### src/sv/ddo_pkg.sv
package ddo_pkg;

  // Serial multiplier geometry: signed A times signed B, one B bit per cycle
  localparam int MUL_AW = 34;
  localparam int MUL_BW = 32;
  localparam int MUL_PW = MUL_AW + MUL_BW;
  localparam int MUL_CW = $clog2(MUL_BW);

  // Serial divider geometry
  localparam int DIV_NW = 49;
  localparam int SEP_W  = 20;
  localparam int RAD_W  = 16;

  // CORDIC datapath width (Q30 values with headroom)
  localparam int CV_W = 34;

  localparam int CORDIC_STEPS_DEF = 20;
  localparam int FRAC_BITS_DEF    = 16;
  localparam int CORDIC_FRAC      = 30;

  localparam logic [RAD_W-1:0]       RADIUS_RESET   = 16'd2163;
  localparam logic [SEP_W-1:0]       SEP_RESET      = 20'd10486;
  localparam logic [MUL_BW-1:0]      INV_TWO_PI_Q32 = 32'd683565276;
  localparam logic signed [CV_W-1:0] CORDIC_GAIN    = 34'sd652032874;

  localparam int CFG_IDX_W = 8;

  typedef enum logic [CFG_IDX_W-1:0] {
    CFG_RADIUS     = 8'd0,
    CFG_SEPARATION = 8'd1
  } cfg_reg_t;

  typedef enum logic [3:0] {
    ST_IDLE,
    ST_MUL_LIN,
    ST_MUL_P,
    ST_DIV,
    ST_MUL_BAM,
    ST_CORDIC,
    ST_MUL_X,
    ST_MUL_Y,
    ST_DONE
  } state_t;

  // Arithmetic right shift, round to nearest with ties up
  function automatic logic signed [MUL_PW-1:0] rnd_shr(input logic signed [MUL_PW-1:0] v,
                                                       input int unsigned s);
    logic signed [MUL_PW-1:0] one;
    one = 66'sd1;
    return (v + (one <<< (s - 1))) >>> s;
  endfunction

  // Clamp to the 32-bit signed range
  function automatic logic signed [31:0] sat32(input logic signed [MUL_PW-1:0] v);
    if (v > 66'sd2147483647) begin
      return 32'sh7FFFFFFF;
    end else if (v < -66'sd2147483648) begin
      return 32'sh80000000;
    end else begin
      return v[31:0];
    end
  endfunction

  // Arctangent of 2^-i as a binary angle, full turn 2^32
  function automatic logic [29:0] atan_bam(input logic [4:0] idx);
    case (idx)
      5'd0:  return 30'd536870912;
      5'd1:  return 30'd316933406;
      5'd2:  return 30'd167458907;
      5'd3:  return 30'd85004756;
      5'd4:  return 30'd42667331;
      5'd5:  return 30'd21354465;
      5'd6:  return 30'd10679838;
      5'd7:  return 30'd5340245;
      5'd8:  return 30'd2670163;
      5'd9:  return 30'd1335087;
      5'd10: return 30'd667544;
      5'd11: return 30'd333772;
      5'd12: return 30'd166886;
      5'd13: return 30'd83443;
      5'd14: return 30'd41722;
      5'd15: return 30'd20861;
      5'd16: return 30'd10430;
      5'd17: return 30'd5215;
      5'd18: return 30'd2608;
      5'd19: return 30'd1304;
      5'd20: return 30'd652;
      5'd21: return 30'd326;
      5'd22: return 30'd163;
      5'd23: return 30'd81;
      5'd24: return 30'd41;
      5'd25: return 30'd20;
      5'd26: return 30'd10;
      5'd27: return 30'd5;
      5'd28: return 30'd3;
      5'd29: return 30'd1;
      default: return 30'd0;
    endcase
  endfunction

endpackage

### src/sv/ddo_mul.sv
module ddo_mul
  import ddo_pkg::*;
(
  input  logic                     clk,
  input  logic                     rst,
  input  logic                     start,
  input  logic signed [MUL_AW-1:0] a,
  input  logic [MUL_BW-1:0]        b,
  output logic                     done,
  output logic signed [MUL_PW-1:0] prod
);

  logic                     busy;
  logic [MUL_CW-1:0]        cnt;
  logic signed [MUL_PW-1:0] acc;
  logic signed [MUL_PW-1:0] a_sh;
  logic [MUL_BW-1:0]        b_sh;
  logic                     last;

  assign last = (cnt == MUL_CW'(MUL_BW - 1));
  assign prod = acc;

  // Shift-add, one multiplier bit per cycle; the sign bit subtracts
  always_ff @(posedge clk) begin
    if (rst) begin
      busy <= 1'b0;
      done <= 1'b0;
    end else begin
      done <= 1'b0;
      if (start) begin
        busy <= 1'b1;
        cnt  <= '0;
        acc  <= '0;
        a_sh <= {{(MUL_PW - MUL_AW){a[MUL_AW-1]}}, a};
        b_sh <= b;
      end else if (busy) begin
        if (b_sh[0]) begin
          acc <= acc + (last ? -a_sh : a_sh);
        end
        a_sh <= a_sh <<< 1;
        b_sh <= b_sh >> 1;
        cnt  <= cnt + 1'b1;
        if (last) begin
          busy <= 1'b0;
          done <= 1'b1;
        end
      end
    end
  end

endmodule

### src/sv/ddo_div.sv
module ddo_div
  import ddo_pkg::*;
(
  input  logic              clk,
  input  logic              rst,
  input  logic              start,
  input  logic [DIV_NW-1:0] dividend,
  input  logic [SEP_W-1:0]  divisor,
  output logic              done,
  output logic [DIV_NW-1:0] quotient
);

  localparam int CW = $clog2(DIV_NW);

  logic              busy;
  logic [CW-1:0]     cnt;
  logic [SEP_W-1:0]  rem;
  logic [DIV_NW-1:0] n_sh;
  logic [SEP_W:0]    trial;
  logic              fits;

  assign trial = {rem, n_sh[DIV_NW-1]};
  assign fits  = (trial >= {1'b0, divisor});

  // Restoring division, one quotient bit per cycle
  always_ff @(posedge clk) begin
    if (rst) begin
      busy <= 1'b0;
      done <= 1'b0;
    end else begin
      done <= 1'b0;
      if (start) begin
        busy     <= 1'b1;
        cnt      <= '0;
        rem      <= '0;
        n_sh     <= dividend;
        quotient <= '0;
      end else if (busy) begin
        rem      <= fits ? SEP_W'(trial - {1'b0, divisor}) : trial[SEP_W-1:0];
        n_sh     <= n_sh << 1;
        quotient <= {quotient[DIV_NW-2:0], fits};
        cnt      <= cnt + 1'b1;
        if (cnt == CW'(DIV_NW - 1)) begin
          busy <= 1'b0;
          done <= 1'b1;
        end
      end
    end
  end

endmodule

### src/sv/ddo_cordic.sv
module ddo_cordic
  import ddo_pkg::*;
#(
  parameter int STEPS = CORDIC_STEPS_DEF
) (
  input  logic                   clk,
  input  logic                   rst,
  input  logic                   start,
  input  logic [31:0]            angle,
  output logic                   done,
  output logic signed [CV_W-1:0] cos_out,
  output logic signed [CV_W-1:0] sin_out
);

  localparam int IW = $clog2(STEPS);

  logic                   busy;
  logic [IW-1:0]          it;
  logic                   flip;
  logic                   flip_in;
  logic signed [CV_W-1:0] x;
  logic signed [CV_W-1:0] y;
  logic signed [32:0]     z;
  logic signed [CV_W-1:0] xs;
  logic signed [CV_W-1:0] ys;
  logic signed [32:0]     at;
  logic [31:0]            a_in;

  assign flip_in = angle[31] ^ angle[30];
  assign a_in    = flip_in ? (angle ^ 32'h80000000) : angle;
  assign xs      = x >>> it;
  assign ys      = y >>> it;
  assign at      = $signed({3'b000, atan_bam(5'(it))});

  // Undo the half-turn fold on the way out
  assign cos_out = flip ? -x : x;
  assign sin_out = flip ? -y : y;

  // One micro-rotation per cycle
  always_ff @(posedge clk) begin
    if (rst) begin
      busy <= 1'b0;
      done <= 1'b0;
    end else begin
      done <= 1'b0;
      if (start) begin
        busy <= 1'b1;
        it   <= '0;
        flip <= flip_in;
        x    <= CORDIC_GAIN;
        y    <= '0;
        z    <= {a_in[31], a_in};
      end else if (busy) begin
        if (!z[32]) begin
          x <= x - ys;
          y <= y + xs;
          z <= z - at;
        end else begin
          x <= x + ys;
          y <= y - xs;
          z <= z + at;
        end
        it <= it + 1'b1;
        if (it == IW'(STEPS - 1)) begin
          busy <= 1'b0;
          done <= 1'b1;
        end
      end
    end
  end

endmodule

### src/sv/diff_drive_odometry_top.sv
// Differential-drive wheel odometry, midpoint rule.
// Input stream s_*: one beat per sample of both wheel angles (Q15.16 rad) with a
// valid flag per wheel in s_tuser. Output stream m_*: one beat per input beat
// with pose x/y (saturating Q15.16 m), heading (binary angle, 2^32 per turn) and
// the linear and angular step of that sample.
// Config channel cfg_*: index 0 wheel radius, 1 wheel separation; other
// indexes are dropped. Write only while no sample is in flight.
// Sequence: the first sample after reset only stores angles, and its result
// goes from ST_DONE straight into the output register. A later sample runs
// five bit-serial multiplies, a restoring divide and CORDIC one after the other
// on serial units, all multiplies on the one shared multiplier, and then goes
// through ST_DONE into the output register. The next sample is taken only once
// the block is back in ST_IDLE.
// The result sits in an output register, so a new sample is taken while the
// previous result waits; a stalled receiver holds the block only when the next
// result is done and the register is still full.
// Reset clears pose, heading, stored angles and restores default config.
module diff_drive_odometry_top
  import ddo_pkg::*;
#(
  parameter int CORDIC_STEPS = CORDIC_STEPS_DEF,
  parameter int FRAC_BITS    = FRAC_BITS_DEF
) (
  input  logic                 clk,
  input  logic                 rst,
  input  logic                 s_tvalid,
  output logic                 s_tready,
  input  logic [63:0]          s_tdata,   // left_position, right_position
  input  logic [1:0]           s_tuser,   // left_valid, right_valid
  output logic                 m_tvalid,
  input  logic                 m_tready,
  output logic [159:0]         m_tdata,   // pose_x_out, pose_y_out, heading_out,
                                          // linear_step, angular_step
  input  logic                 cfg_valid,
  output logic                 cfg_ready,
  input  logic [CFG_IDX_W-1:0] cfg_index,
  input  logic [31:0]          cfg_data
);

  state_t state, state_next;
  logic   started;
  logic   have_prev;

  logic [RAD_W-1:0] radius;
  logic [SEP_W-1:0] separation;
  logic [SEP_W-1:0] sep_eff;

  logic signed [31:0] prev_l, prev_r, dl, dr;
  logic signed [31:0] pose_x, pose_y, lin, ang;
  logic [31:0]        heading, mid;
  logic               p_neg;
  logic [DIV_NW-1:0]  dividend;

  logic                     mul_start, mul_done;
  logic signed [MUL_AW-1:0] mul_a;
  logic [MUL_BW-1:0]        mul_b;
  logic signed [MUL_PW-1:0] mul_prod, mag;

  logic                     div_start, div_done;
  logic [DIV_NW-1:0]        quot;
  logic signed [MUL_PW-1:0] q_ext;

  logic                   cor_start, cor_done;
  logic signed [CV_W-1:0] cor_cos, cor_sin;

  logic accept, out_free;

  assign accept    = s_tvalid && s_tready;
  assign out_free  = !m_tvalid || m_tready;
  assign cfg_ready = 1'b1;
  assign sep_eff   = (separation == '0) ? SEP_W'(1) : separation;
  assign mag       = mul_prod[MUL_PW-1] ? -mul_prod : mul_prod;
  assign q_ext     = {{(MUL_PW - DIV_NW){1'b0}}, quot};

  ddo_mul u_mul (
    .clk(clk), .rst(rst), .start(mul_start), .a(mul_a), .b(mul_b),
    .done(mul_done), .prod(mul_prod)
  );

  ddo_div u_div (
    .clk(clk), .rst(rst), .start(div_start), .dividend(dividend),
    .divisor(sep_eff), .done(div_done), .quotient(quot)
  );

  ddo_cordic #(.STEPS(CORDIC_STEPS)) u_cordic (
    .clk(clk), .rst(rst), .start(cor_start), .angle(mid),
    .done(cor_done), .cos_out(cor_cos), .sin_out(cor_sin)
  );

  // Sequence the shared units and select multiplier operands
  always_comb begin
    state_next = state;
    s_tready   = (state == ST_IDLE);
    mul_start  = 1'b0;
    div_start  = 1'b0;
    cor_start  = 1'b0;
    mul_a      = '0;
    mul_b      = '0;
    case (state)
      ST_IDLE: begin
        if (s_tvalid) begin
          state_next = have_prev ? ST_MUL_LIN : ST_DONE;
        end
      end
      ST_MUL_LIN: begin
        mul_a     = MUL_AW'(dr) + MUL_AW'(dl);
        mul_b     = {{(MUL_BW - RAD_W){1'b0}}, radius};
        mul_start = !started;
        if (mul_done) state_next = ST_MUL_P;
      end
      ST_MUL_P: begin
        mul_a     = MUL_AW'(dr) - MUL_AW'(dl);
        mul_b     = {{(MUL_BW - RAD_W){1'b0}}, radius};
        mul_start = !started;
        if (mul_done) state_next = ST_DIV;
      end
      ST_DIV: begin
        div_start = !started;
        if (div_done) state_next = ST_MUL_BAM;
      end
      ST_MUL_BAM: begin
        mul_a     = MUL_AW'(ang);
        mul_b     = INV_TWO_PI_Q32;
        mul_start = !started;
        if (mul_done) state_next = ST_CORDIC;
      end
      ST_CORDIC: begin
        cor_start = !started;
        if (cor_done) state_next = ST_MUL_X;
      end
      ST_MUL_X: begin
        mul_a     = cor_cos;
        mul_b     = lin;
        mul_start = !started;
        if (mul_done) state_next = ST_MUL_Y;
      end
      ST_MUL_Y: begin
        mul_a     = cor_sin;
        mul_b     = lin;
        mul_start = !started;
        if (mul_done) state_next = ST_DONE;
      end
      ST_DONE: begin
        if (out_free) state_next = ST_IDLE;
      end
      default: state_next = ST_IDLE;
    endcase
  end

  always_ff @(posedge clk) begin
    if (rst) begin
      state <= ST_IDLE;
    end else begin
      state <= state_next;
    end
  end

  // Track whether the unit of the current step has been launched
  always_ff @(posedge clk) begin
    if (rst) begin
      started <= 1'b0;
    end else if (state_next != state) begin
      started <= 1'b0;
    end else if (mul_start || div_start || cor_start) begin
      started <= 1'b1;
    end
  end

  // Configuration registers
  always_ff @(posedge clk) begin
    if (rst) begin
      radius     <= RADIUS_RESET;
      separation <= SEP_RESET;
    end else if (cfg_valid && cfg_ready) begin
      case (cfg_index)
        CFG_RADIUS:     radius     <= cfg_data[RAD_W-1:0];
        CFG_SEPARATION: separation <= cfg_data[SEP_W-1:0];
        default: ;
      endcase
    end
  end

  // Odometry state and step results
  always_ff @(posedge clk) begin
    if (rst) begin
      have_prev <= 1'b0;
      prev_l    <= '0;
      prev_r    <= '0;
      pose_x    <= '0;
      pose_y    <= '0;
      heading   <= '0;
    end else begin
      if (accept) begin
        have_prev <= 1'b1;
        if (s_tuser[0]) prev_l <= s_tdata[31:0];
        if (s_tuser[1]) prev_r <= s_tdata[63:32];
        dl <= s_tuser[0] ? (s_tdata[31:0] - prev_l) : '0;
        dr <= s_tuser[1] ? (s_tdata[63:32] - prev_r) : '0;
        if (!have_prev) begin
          lin <= '0;
          ang <= '0;
        end
      end
      case (state)
        ST_MUL_LIN: begin
          if (mul_done) lin <= sat32(rnd_shr(mul_prod, FRAC_BITS + 1));
        end
        ST_MUL_P: begin
          if (mul_done) begin
            p_neg    <= mul_prod[MUL_PW-1];
            dividend <= mag[DIV_NW-1:0] + DIV_NW'(sep_eff >> 1);
          end
        end
        ST_DIV: begin
          if (div_done) ang <= sat32(p_neg ? -q_ext : q_ext);
        end
        ST_MUL_BAM: begin
          if (mul_done) begin
            mid     <= heading + 32'(rnd_shr(mul_prod, FRAC_BITS + 1));
            heading <= heading + 32'(rnd_shr(mul_prod, FRAC_BITS));
          end
        end
        ST_MUL_X: begin
          if (mul_done) begin
            pose_x <= sat32({{(MUL_PW - 32){pose_x[31]}}, pose_x}
                            + rnd_shr(mul_prod, CORDIC_FRAC));
          end
        end
        ST_MUL_Y: begin
          if (mul_done) begin
            pose_y <= sat32({{(MUL_PW - 32){pose_y[31]}}, pose_y}
                            + rnd_shr(mul_prod, CORDIC_FRAC));
          end
        end
        default: ;
      endcase
    end
  end

  // Output register: load when the result is done and the slot is free
  always_ff @(posedge clk) begin
    if (rst) begin
      m_tvalid <= 1'b0;
    end else if (state == ST_DONE && out_free) begin
      m_tvalid <= 1'b1;
      m_tdata  <= {ang, lin, heading, pose_y, pose_x};
    end else if (m_tready) begin
      m_tvalid <= 1'b0;
    end
  end

  a_first_zero : assert property (@(posedge clk) disable iff (rst)
    (accept && !have_prev) |=> (lin == '0 && ang == '0 && state == ST_DONE))
    else $error("first sample must give zero steps");

  a_next_lin : assert property (@(posedge clk) disable iff (rst)
    (accept && have_prev) |=> (state == ST_MUL_LIN))
    else $error("later sample must start the linear multiply");

  a_mul_owner : assert property (@(posedge clk) disable iff (rst)
    mul_done |-> (state == ST_MUL_LIN || state == ST_MUL_P || state == ST_MUL_BAM ||
                  state == ST_MUL_X || state == ST_MUL_Y))
    else $error("multiplier finished outside a multiply step");

  a_hold_done : assert property (@(posedge clk) disable iff (rst)
    (state == ST_DONE && !out_free) |=> (state == ST_DONE))
    else $error("finished result dropped while output full");

endmodule

### config.mk
export PLATFORM = sky130hd
export DESIGN_NAME = diff_drive_odometry_top
export DESIGN_NICKNAME = d
export VERILOG_FILES = /design/src/sv/ddo_pkg.sv /design/src/sv/ddo_mul.sv /design/src/sv/ddo_div.sv /design/src/sv/ddo_cordic.sv /design/src/sv/diff_drive_odometry_top.sv
export SDC_FILE = /design/constraint.sdc
export NUM_CORES = 2
export LEC_CHECK = 0
export BUFFER_PORTS_ARGS = -buffer_cell sky130_fd_sc_hd__buf_2
export CAP_MARGIN = 10
export CORE_MARGIN = 2
export CORE_UTILIZATION = 25
export CTS_BUF_LIST = sky130_fd_sc_hd__clkbuf_8
export CTS_CLUSTER_SIZE = 8
export DETAILED_ROUTE_END_ITERATION = 10
export GPL_ROUTABILITY_DRIVEN = 0
export SLEW_MARGIN = 10
export SYNTH_ARGS = -nofsm -noshare
export SYNTH_HDL_FRONTEND = slang
export SYNTH_SLANG_ARGS = --single-unit
### constraint.sdc
create_clock -name clk -period 19.5 [get_ports clk]
set_input_delay 0.975 -clock clk [delete_from_list [all_inputs] [get_ports clk]]
set_output_delay 0.975 -clock clk [all_outputs]
set_load 0.02 [all_outputs]
---- After elaboration in Yosys (flattened, before gate mapping) ----
Memory sizes are Yosys's and may differ from the RTL's. A register that Yosys moved wholly into a read port is not among the register bits.
Index checks and enable logic that the tools add are counted.
operators by class
  add/subtract/negate cells ............... 28
  $lt $le $gt $ge ......................... 9
  eq/ne operators ......................... 13
  shifts and indexed selects .............. 2
  mux-type cells .......................... 76
  bitwise gates (word level) .............. 6
  reductions and logical operators ........ 38
operator list
  cell                      count
  $mux W32                  19
  $mux W66                  6
  $mux W34                  6
  $mux W49                  4
  $pmux W34 S5              1
  $mux W33                  3
  $pmux W32 S3              1
  $add A32 B36 Y37          2
  $gt A37 B32 Y1 const B    2
  $lt A37 B32 Y1 const B    2
  $add A34 B34 Y34          2
  $neg A34 Y34              2
  $sshr A34 B5 Y34          2
  $sub A34 B34 Y34          2
  $add A66 B18 Y66 const B  1
  $add A66 B31 Y66 const B  1
  $add A66 B66 Y66          1
  $gt A66 B32 Y1 const B    1
  $lt A66 B32 Y1 const B    1
  $neg A49 Y66              1
  $neg A66 Y66              1
  $add A32 B32 Y32          2
  $sub A32 B32 Y32          2
  $mux W20                  3
  other kinds (40)          104
storage, ports and cells
  register bits ........................... 979
  ROM bits ................................ 960
  input bits .............................. 111
  output and inout bits ................... 163
  logic and storage cells ................. 211
  memories ................................ 1
memory list
  memory           depth  width  rd ports  clocked after memory_dff  wr ports  RTL line       source
  (no name shown)  32     30     1         1                         0         ddo_pkg.sv:66  case (idx)

---- Longest topological paths before layout ----
  depth in word-level cells ............... 7
  gate-level depth with buffers ........... 29
  depth with buffers taken out ............ 24

---- By module ----
From an unflattened synthesis, not the netlist that was laid out.
unflattened totals
  cells, all modules ...................... 8701
  area, all modules ....................... 77972.3 µm²
by module, submodules not included
  module                   instances  cells an instance  area an instance (µm²)  seq. area each (µm²)
  diff_drive_odometry_top  1          4773               41053.1                 15174.6
  ddo_cordic               1          2234               18700.4                 3853.7
  ddo_mul                  1          1209               11896.4                 5114.9
  ddo_div                  1          485                6322.3                  3763.6

---- Worst setup path before layout ----
No wires, ideal clock.
  path kind ............................... in2reg
  from .................................... input port rst
  to ...................................... register m_tdata[0], enable pin
  library setup time ...................... 0.877 ns
  arrival time ............................ 12.200 ns
  required time ........................... 18.623 ns
  setup slack ............................. 6.423 ns
  stages .................................. 3
  buffers on the path ..................... 2
  cell sequence ........................... clkbuf_1 > clkbuf_1 > nor3_1
between the ends
  longest elaborated chain between the ends .. 2
ends and longest elaborated chain
  item                         RTL line                        source
  start: declaration           diff_drive_odometry_top.sv:25   input logic rst,
  $not A1 Y1 (no line)         -
  $reduce_and A2 Y1 (no line)  -
  end signal: assignment       diff_drive_odometry_top.sv:246  m_tdata <= {ang, lin, heading, pose_y, pose_x};
  end: declaration             diff_drive_odometry_top.sv:32   output logic [159:0] m_tdata,
No other way between the ends.
A chain may end at the register's enable or synchronous reset.

---- Worst setup path in the final report ----
  from .................................... register u_cordic.it[0]
  to ...................................... register u_cordic.y[32], data pin
between the ends
  longest elaborated chain between the ends .. 4
  elaborated cells between the ends (all ways) .. 5
  those cells by class .................... add/sub: 2; shift: 1; mux: 2
ends and longest elaborated chain
  item                                                  RTL line                            source
  start: declaration                                    ddo_cordic.sv:18                    logic [IW-1:0] it;
  start signal: assignment                              ddo_cordic.sv:63                    it <= it + 1'b1;
  $sshr A34 B5 Y34 *                                    ddo_cordic.sv:31                    assign xs = x >>> it;
  $add A34 B34 Y34 or $sub A34 B34 Y34 (tied branches)  ddo_cordic.sv:56, ddo_cordic.sv:60
  $mux W34 *                                            ddo_cordic.sv:54                    if (!z[32]) begin
  $mux W34 *                                            ddo_cordic.sv:53                    end else if (busy) begin
  end signal: assignment                                ddo_cordic.sv:56                    y <= y + xs;
  end signal: assignment                                ddo_cordic.sv:60                    y <= y - xs;
  end: declaration                                      ddo_cordic.sv:22                    logic signed [CV_W-1:0] y;
Every way passes the cells marked *; elsewhere a longest branch is shown, timed or not. The select of a mux whose other input is x is not followed.

==> results.toml <==
[grt]
grt_max_degree = 154
grt_usage_pct = 15.2
grt_antenna_before_repair = 25
grt_first_pass_wirelength_mm = 368
grt_pass1_vias = 59800
overflow = 0

[final_layout]
num-nets-final = 9223
final_layout_size_suffix_gt1_share_pct = 9.69
syn_to_final_growth_pct = 12.6

[clocking]
worstSkewPairLatency_ps = 1030
clock_path_buffers = 4
cts_inserted_buffers = 197
cts_tree = "yes"
htreeDepth = 4
cts_root_buffer = "clkbuf_8"
clkSlewWorstSetupHoldPaths_ps = 70
numClockSinks = 1009
postCtsResizedCells = 0
hold_buffers = 0
post_cts.repair.setup_buffers = 0

[route]
ant_nets = 0
drt_iter0_drc = 6618
dr_total_vias = 64800
first_pass_iters = 8
wl_per_cell_um = 19.2
routed_wirelength_mm = 245
via_per_inst = 5.08
drc = 0

[power_and_ir_drop]
p_switching_w = 0.00155
power_density_nw_per_um2 = 64.1
pwr-share-clk_pct = 41.9
pwr-share-comb_pct = 13.0
seqPwrFrac_pct = 45.1
switching_share_pct = 28.4
power.internal_w = 0.00391
ir_worst_vdd_v = 0.0000532
leakage_nw = 32.4

[logic_synthesis]
ys_ff_latch = 1009
yosysWarnings = 0
synth_edf_count = 770
synthCells = 8503
synth_top_area_share_pct = 30.6
postSynth.asyncResetShare_pct = 0
synth_area_per_cell_um2 = 8.89
ys_types = 99
ys_seq_area_share_pct = 36.9
synth_area_um2 = 75600
synthTopCellsByArea = "edfxtp_1, ha_1, dfxtp_1"
ys_dominant_reg_cell = "edfxtp_1"
synth_fp_nets = 9120
yosys.area.top_type = "edfxtp_1"

[setup_path]
max_stage_delay_ps = 760
cpMaxStageDelayCell = "buf_4"
critPathArrivalTime_ps = 8840
worstPathCellList = "buf_4 -> buf_4 -> mux4_2 -> mux4_2 -> mux2i_1 -> and3_1 -> nor4b_1 -> and2_1 -> a21oi_1 -> xor2_1 -> ha_1 -> and3_1 -> a221o_1 -> a21oi_1 -> o21ai_0 -> or3_1 -> o21ai_0 -> o2111ai_1 -> a21oi_1 -> o21ai_0 -> xnor2_1 -> nor2_1"
critPathKind = "flop to flop"
worstSetupEndpointType = "flop"
critical_path_required_ps = 20220
worstSetupStartpointType = "flop"
path_max_fanout = 50

[sta]
relSlewSlack_pct = 21.4
finalCriticalPeriod_ps = 8120
tightest_slew_ps = 1170
min_period_over_period_pct = 41.6
max_freq_mhz = 123
finalClockSkew_ps = 149
hold_ws_ps = 208
setup_viol = 0
rsz0062_at_grt = "false"
report.final.slew_viol_count = 0
final_hold_viol_count = 0
finalSetupTns_ps = 0

[die]
die_y_um = 554
die_w_um = 554
rows = 201
die_area_um2 = 307000
coreArea_um2 = 300000
pin_count = 274
start_util_pct = 25.2

[run_status]
status = "complete, no violations"

[worst_hold_path]
hp-class = "input pin to flop"

[run]
maxCapViolations = 0

[placement]
port_buffers = 260
hpwl_mm = 183
[synth_stat cells (87+ instances only)]
| master | count |
|---|---|
| nand2_1 | 979 |
| nor2_1 | 822 |
| edfxtp_1 | 770 |
| a21oi_1 | 742 |
| xnor2_1 | 511 |
| ha_1 | 492 |
| o21ai_0 | 440 |
| clkbuf_1 | 376 |
| inv_1 | 359 |
| xor2_1 | 277 |
| dfxtp_1 | 239 |
| a21o_1 | 220 |
| nor3_1 | 164 |
| nand3_1 | 163 |
| and2_1 | 118 |
| o21a_1 | 98 |
| nand2b_1 | 95 |
| a211oi_1 | 94 |
| nor2b_1 | 93 |
| mux2i_1 | 87 |
[critical path: cells and delay by family, from the launching register on]
| family | cells | cell delay, ps |
|---|---|---|
| adders and majority gates | 1 | 320 |
| xor gates and xnor gates | 2 | 350 |
| DFF | 1 | 410 |
| buffers and inverters | 2 | 1180 |
| AOI/OAI and AO/OA | 8 | 2070 |
| muxes | 3 | 1560 |
| and+or+nand+nor | 6 | 1860 |
[sequential cells by signal, indices dropped and copies added (netlist names), 30 cells and up]
signal and count:
lin 32, heading 32, u_cordic.z 33, dr 32, prev_l 32, u_mul.a_sh 66, u_cordic.at 30, u_div.quotient 49
dividend 49, u_div.n_sh 49, prev_r 32, ang 32, u_mul.b_sh 32, u_cordic.x 34, dl 32, u_mul.prod 66
pose_y 32, m_tdata 160, mid 32, u_cordic.y 34, pose_x 32
[stage by stage]
stage	worst slack, ps	util [%]	cells	power (W)	area (um^2)
CTS	11470	28.4	12700	0.00551	85100
finish	11380	28.4	12700	0.00546	85200
detailed placement	11540	27.0	12400	0.00321	81000
floorplan	6420	-	8503	0.00299	75600
global placement	11560	27.0	12400	0.00320	81000
global route	10820	28.4	12700	0.00568	85100
[layout by cell type, fill, tap and decap left out, types with 94 or more instances in the layout]
master	netlist	final
ha_1	492	491
and2_1	118	118
nand3_1	163	161
clkbuf_8	0	223
dfxtp_1	239	238
o21a_1	98	98
edfxtp_1	770	770
inv_1	359	417
buf_2	28	259
xnor2_1	511	511
nor3_1	164	157
nor2_1	822	814
o21ai_0	440	438
a21o_1	220	220
nand2_1	979	977
xor2_1	277	277
a211oi_1	94	94
a21oi_1	742	739
[final cells by class]
cell class	count	area (um^2)
tap	3958	4950
sequential	1009	27900
inverter	365	1380
antenna	11	27.5
timing repair buffer	352	2010
clock inverter	140	1060
multi-input combinational	6681	44800
fill	32100	215000
clock buffer	222	3060
[layer usage]
metal / track usage, % / wire length, um
met5: 0 / 67
met4: 6.61 / 11200
met3: 2.74 / 19800
met2: 22.6 / 103000
met1: 21.4 / 111000
[worst paths after layout]
path	from	endpoint	slack (ps)	cells after the start
worst max-delay path	u_cordic.it[0]	u_cordic.y[32]	11380	22
worst min-delay path	cfg_data[0]	radius[0]	210	3
worst max register to register	u_cordic.it[0]	u_cordic.y[32]	11380	22
worst min register to register	prev_l[21]	prev_l[21]	450	2
[cell families after synthesis]
group	share of synthesized area [%]
AOI/OAI and AO/OA	19.5
and+or+nand+nor	17.8
buffers and inverters	4.12
xor gates and xnor gates	9.13
muxes	4.03
adders and majority gates	8.51
DFF	36.9
other	0.00496
[power groups by stage]
stage,logic [W],registers [W],clock network (W)
6_report,0.000707,0.00246,0.00229
5_1_grt,0.000786,0.00247,0.00243
4_1_cts,0.000703,0.00246,0.00234
3_5_place_dp,0.000699,0.00251,0
3_3_place_gp,0.000695,0.00251,0
2_1_floorplan,0.000505,0.00248,0
(Power assumes the default switching activity.)
